`config.mk`:
```
export PLATFORM = sky130hd
export DESIGN_NAME = otca_cell_row
export DESIGN_NICKNAME = d
export VERILOG_FILES = /design/src/rtl/otca_pkg.sv /design/src/rtl/otca_cell.sv /design/src/rtl/otca_cell_row.sv
export SDC_FILE = /design/constraint.sdc
export NUM_CORES = 1
export LEC_CHECK = 0
export BUFFER_PORTS_ARGS = -buffer_cell sky130_fd_sc_hd__buf_2
export CAP_MARGIN = 20
export CORE_ASPECT_RATIO = 1.75
export CORE_MARGIN = 8
export CORE_UTILIZATION = 35
export DETAILED_ROUTE_END_ITERATION = 8
export PLACE_DENSITY = 0.55
export RECOVER_POWER = 25
export SETUP_SLACK_MARGIN = 0.1
export SLEW_MARGIN = 25
export SYNTH_ARGS = -nofsm -noshare
export SYNTH_HDL_FRONTEND = slang
export SYNTH_HIERARCHICAL = 1
export SYNTH_SLANG_ARGS = --single-unit
```
`constraint.sdc`:
```
create_clock -name clk -period 14.6 [get_ports clk]
set_input_delay 0.73 -clock clk [delete_from_list [all_inputs] [get_ports clk]]
set_output_delay 0.73 -clock clk [all_outputs]
set_load 0.05 [all_outputs]
```
`src/rtl/otca_pkg.sv`:
```
`timescale 1ns / 1ps
`default_nettype none
package otca_pkg;

  localparam int MAX_WIDTH_DEF  = 64;
  localparam int MAX_HEIGHT_DEF = 64;

  localparam int RULE_W    = 18;
  localparam int DIM_W     = 7;
  localparam int COLUMN_W  = 6;
  localparam int ROW_W     = 6;
  localparam int CFG_ADDR_W = 4;
  localparam int CFG_DATA_W = 32;

  localparam logic [RULE_W-1:0] RULE_RESET = RULE_W'(224);
  localparam logic [DIM_W-1:0]  DIM_RESET  = DIM_W'(64);

  localparam logic [1:0] REG_RULE   = 2'd0;
  localparam logic [1:0] REG_WIDTH  = 2'd1;
  localparam logic [1:0] REG_HEIGHT = 2'd2;

  typedef enum logic [1:0] {
    OP_WRITE   = 2'd0,
    OP_READ    = 2'd1,
    OP_ADVANCE = 2'd2
  } op_t;

  typedef enum logic [1:0] {
    ST_CLEAR,
    ST_IDLE,
    ST_ADV,
    ST_RESP
  } state_t;

  // one column of the three-row window held by a cell
  typedef struct packed {
    logic up;
    logic mid;
    logic dn;
  } col_bits_t;

endpackage
`default_nettype wire

```
`src/rtl/otca_cell.sv`:
```
`timescale 1ns / 1ps
`default_nettype none
module otca_cell (
  input  wire logic                          clk,
  input  wire logic                          shift_en,
  input  wire logic                          in_bit,
  input  wire otca_pkg::col_bits_t           left,
  input  wire otca_pkg::col_bits_t           right,
  input  wire logic [otca_pkg::RULE_W-1:0]   rule,
  output otca_pkg::col_bits_t                col_q,
  output logic                               next_bit
);

  import otca_pkg::*;

  col_bits_t   col_r;
  col_bits_t   col_nxt;
  logic [3:0]  count;
  logic [4:0]  rule_idx;
  logic [31:0] rule_ext;

  always_comb begin
    col_nxt.up  = col_r.mid;
    col_nxt.mid = col_r.dn;
    col_nxt.dn  = in_bit;
  end

  always_ff @(posedge clk) begin
    if (shift_en) begin
      col_r <= col_nxt;
    end
  end

  always_comb begin
    count = 4'(left.up) + 4'(left.mid) + 4'(left.dn)
          + 4'(col_r.up) + 4'(col_r.dn)
          + 4'(right.up) + 4'(right.mid) + 4'(right.dn);
    rule_idx = {count, col_r.mid};
    rule_ext = 32'(rule);
    next_bit = rule_ext[rule_idx];
  end

  assign col_q = col_r;

endmodule
`default_nettype wire

```
`src/rtl/otca_cell_row.sv`:
```
`timescale 1ns / 1ps
`default_nettype none
module otca_cell_row #(
  parameter int MAX_WIDTH = otca_pkg::MAX_WIDTH_DEF
) (
  input  wire logic                           clk,
  input  wire logic                           shift_en,
  input  wire logic [MAX_WIDTH-1:0]           row_in,
  input  wire logic [$clog2(MAX_WIDTH+1)-1:0] width_eff,
  input  wire logic [otca_pkg::RULE_W-1:0]    rule,
  output logic      [MAX_WIDTH-1:0]           next_row
);

  import otca_pkg::*;

  localparam int CIW = $clog2(MAX_WIDTH);
  localparam int WW  = $clog2(MAX_WIDTH+1);

  col_bits_t cols      [MAX_WIDTH];
  col_bits_t left_of   [MAX_WIDTH];
  col_bits_t right_of  [MAX_WIDTH];
  col_bits_t wrap_left;

  // leftmost cell sees the last active column across the wrap
  assign wrap_left = cols[CIW'(width_eff - WW'(1))];

  for (genvar c = 0; c < MAX_WIDTH; c++) begin : g_cell
    if (c == 0) begin : g_first
      assign left_of[c] = wrap_left;
    end else begin : g_inner
      assign left_of[c] = cols[c-1];
    end

    if (c == MAX_WIDTH-1) begin : g_last
      assign right_of[c] = cols[0];
    end else begin : g_mid
      assign right_of[c] = (width_eff == WW'(c+1)) ? cols[0] : cols[c+1];
    end

    otca_cell u_cell (
      .clk      (clk),
      .shift_en (shift_en),
      .in_bit   (row_in[c]),
      .left     (left_of[c]),
      .right    (right_of[c]),
      .rule     (rule),
      .col_q    (cols[c]),
      .next_bit (next_row[c])
    );
  end

endmodule
`default_nettype wire

```
==> results.md <==
* Hold crit path type: in -> reg
* Via density per instance at 5.90
* Root buf cell: clkbuf_16
* P_leak at 16.7 nW
* H-tree Lvls at 4
* # resized after CTS at 0
* Initial antenna violation count at 6
* Placed insts at 4227
* Row cnt at 150
* Final hold violation count at 0
* CP startpoint kind: input pin
* Vias in the first global route at 26800
* Post-DR wirelength/cell at 28.1 um
* Asr flop ratio synth at 0
* DRT iter0 DRCs at 1603
* Share of layout cells above drive strength 1 at 0.150
* Die Height at 426 um
* Avg Inst Size Synth at 11.5 um^2
* Post-Route WL at 120000 um
* First-pass iteration count of the detailed router at 5
* Pwr/cell area at 137 mW/mm^2
* FF+latch count, synth at 192
* FF-to-FF setup slack at 12.85 ns
* Clock Latency Late Sink at 0.54 ns
* Starting Density at 0.352
* Max Fclk at 118 MHz
* Largest net degree at the start of global routing at 93
* Setup Fix Bufs, Post-CTS at 0
* Setup TNS at 0 ns
* Least-Margin Pin Slew at 1.12 ns
* Die ar. at 0.107 mm^2
* Max VDD drop at 0.000134 V
* Reg2Reg Launch Point: g_cell[0].u_cell/col_q[1]$_DFFE_PP_
* Tmin final at 8.49 ns
* Post-synth EDFFs at 192
* Clk pin slew, worst setup/hold paths at 0.08 ns
* RD Place Congestion at 0.936
* Yosys cell types at 42
* Max stage delay on crit path at 0.79 ns
* Io pins at 155
* CP delay by family, top: adder cells
* CP bufs+invs at 7
* Skew final at 0.0174 ns
* Mapped Cells at 2939
* FF-to-FF End: g_cell[0].u_cell/col_q[2]$_DFFE_PP_
* Relative slew slack at 0.257
* Core area at 0.0955 mm^2
* Routed Antenna Nets at 0
* Hold_sp: row_in[2]
* Die Wd at 250 um
* Nets at 3574
* Detailed placer's ending HPWL at 83400 um
* Buffers on Ports at 154
* Period utilisation layout at 0.582
* CTS Sinks at 192
* # Max-Cap Violations at 0
* Hold endpoint: g_cell[2].u_cell/col_q[0]$_DFFE_PP_
* First-pass GRT wire length at 175000 um
* Largest register FFs at 192
* Reg2reg path depth at 2
* Final Util at 0.375
* RSZ-0062 raised after global routing: no
* Synth Flop Type: edfxtp_1
* Post-Syn Area at 0.0337 mm^2
* Crit path cell chain: buf_4 > inv_1 > ha_2 > buf_4 > mux4_2 > a221oi_1 > a22o_1 > a211oi_2 > inv_1 > fa_1 > fa_1 > fa_1 > inv_1 > ha_1 > inv_1 > fa_1 > or3b_1 > or4_1 > o221ai_1 > buf_2
* Final cell count without fillers at 4261
* Crit path max fanout at 53
* Crit path DAT at 7.76 ns
* # DRC at 0
* Status: complete, no violations
* Hold path cells at 1
* Clock tree buffer depth at 2
* Seq/Total Area, Yosys at 0.171
* CTS tree: done
* Yosys warns at 6
* Layout area overhead at 6.31%
* Crit Path Class: in -> out
* Critical Path Stages at 20
* Final setup viols at 0
* # hold bufs at CTS at 0
* GRT Total Usage at 0.222
* Endpoint type of the worst setup path: output pin
* Pins Over Slew Limit at 0
* Critical Path RT at 13.87 ns
* GRT overflow at 0
* Synth Net Count at 3483
* Slowest cell on the critical path: ha_2
* Num CTS Buffers at 17
* Via count at 25100
## routing by layer
metal / vias to the layer above / GRT usage / wire (um)
li1: 10700 / - / -
met1: 13000 / 0.243 / 43500
met2: 1087 / 0.392 / 60100
met3: 348 / 0.0394 / 7720
met4: 6 / 0.143 / 8260
met5: - / 0 / 41
## kinds of logic after synthesis
logic type | synth area share
buf+inv | 0.128
mux | 0.352
fa+ha+maj | 0.225
compound gates | 0.0606
simple gates | 0.0453
flops | 0.171
xor+xnor | 0.0172
## layout by cell type, fill, tap and decap left out, drive strengths merged, types with 7 or more instances in the layout
| cell type | count |
|---|---|
| inv | 906 |
| mux4 | 304 |
| fa | 256 |
| ha | 197 |
| mux2i | 192 |
| edfxtp | 192 |
| mux2 | 189 |
| buf | 178 |
| a21oi | 69 |
| o21ai | 66 |
| xor2 | 65 |
| o21bai | 64 |
| or3b | 64 |
| or4 | 64 |
| o221ai | 64 |
| nor2 | 58 |
| clkbuf | 22 |
| nand3 | 20 |
| nand2 | 13 |
| a22oi | 9 |
| a22o | 9 |
| a221oi | 7 |
| a211oi | 7 |
## synth_stat cells, types with 13 or more instances
cell type | instances | area (um^2)
inv_1 | 899 | 3370
fa_1 | 256 | 5120
mux4_1 | 256 | 6730
ha_1 | 197 | 2460
edfxtp_1 | 192 | 5770
mux2i_1 | 192 | 1920
mux2_2 | 189 | 2130
a21oi_1 | 69 | 345
buf_6 | 67 | 754
xor2_1 | 65 | 569
o21ai_0 | 64 | 320
o21bai_1 | 64 | 480
o221ai_1 | 64 | 561
or3b_1 | 64 | 561
or4_1 | 64 | 480
nor2_1 | 58 | 218
mux4_2 | 48 | 1080
clkbuf_1 | 27 | 101
nand3_1 | 20 | 100
nand2_1 | 13 | 48.8
## area by class of cell
type / count / area (um^2)
fill: 9258 / 59700
multi-input combinational: 1738 / 23600
sequential: 192 / 5770
inverter: 899 / 3370
tap: 1216 / 1520
timing repair buffer: 182 / 986
clock buffer: 18 / 429
clock inverter: 14 / 106
antenna: 2 / 5.00
## power by group
group          switching, mW  internal (mW)
Sequential             0.113          0.655
Combinational           2.21           1.43
Clock                  0.275          0.221
Total                   2.59           2.30
## metrics by stage
stage	hold slack, ns	area [um^2]	power [mW]	setup WS, ns
final	0.363	35800	4.90	6.11
after global routing	0.340	35800	5.27	5.69
after CTS	0.324	35800	4.94	6.04
after detailed placement	0.596	35200	4.42	6.04
after global placement	0.625	35200	4.36	6.13
after floorplan	0.464	33700	3.50	7.57
## worst max-delay path by stage
stage                 startpoint          end  slack, ns
floorplan           width_eff[0]  next_row[0]       7.57
global placement    width_eff[0]  next_row[0]       6.13
detailed placement  width_eff[0]  next_row[0]       6.04
CTS                 width_eff[0]  next_row[0]       6.04
global route        width_eff[0]  next_row[0]       5.69
finish              width_eff[0]  next_row[0]       6.11
## worst register-to-register path, stage by stage, from the launching register on
cell	delay, ns
edfxtp_1	0.36
buf_4	0.53
buf_4	0.59
Note: power is estimated with default switching activity, not from simulation.
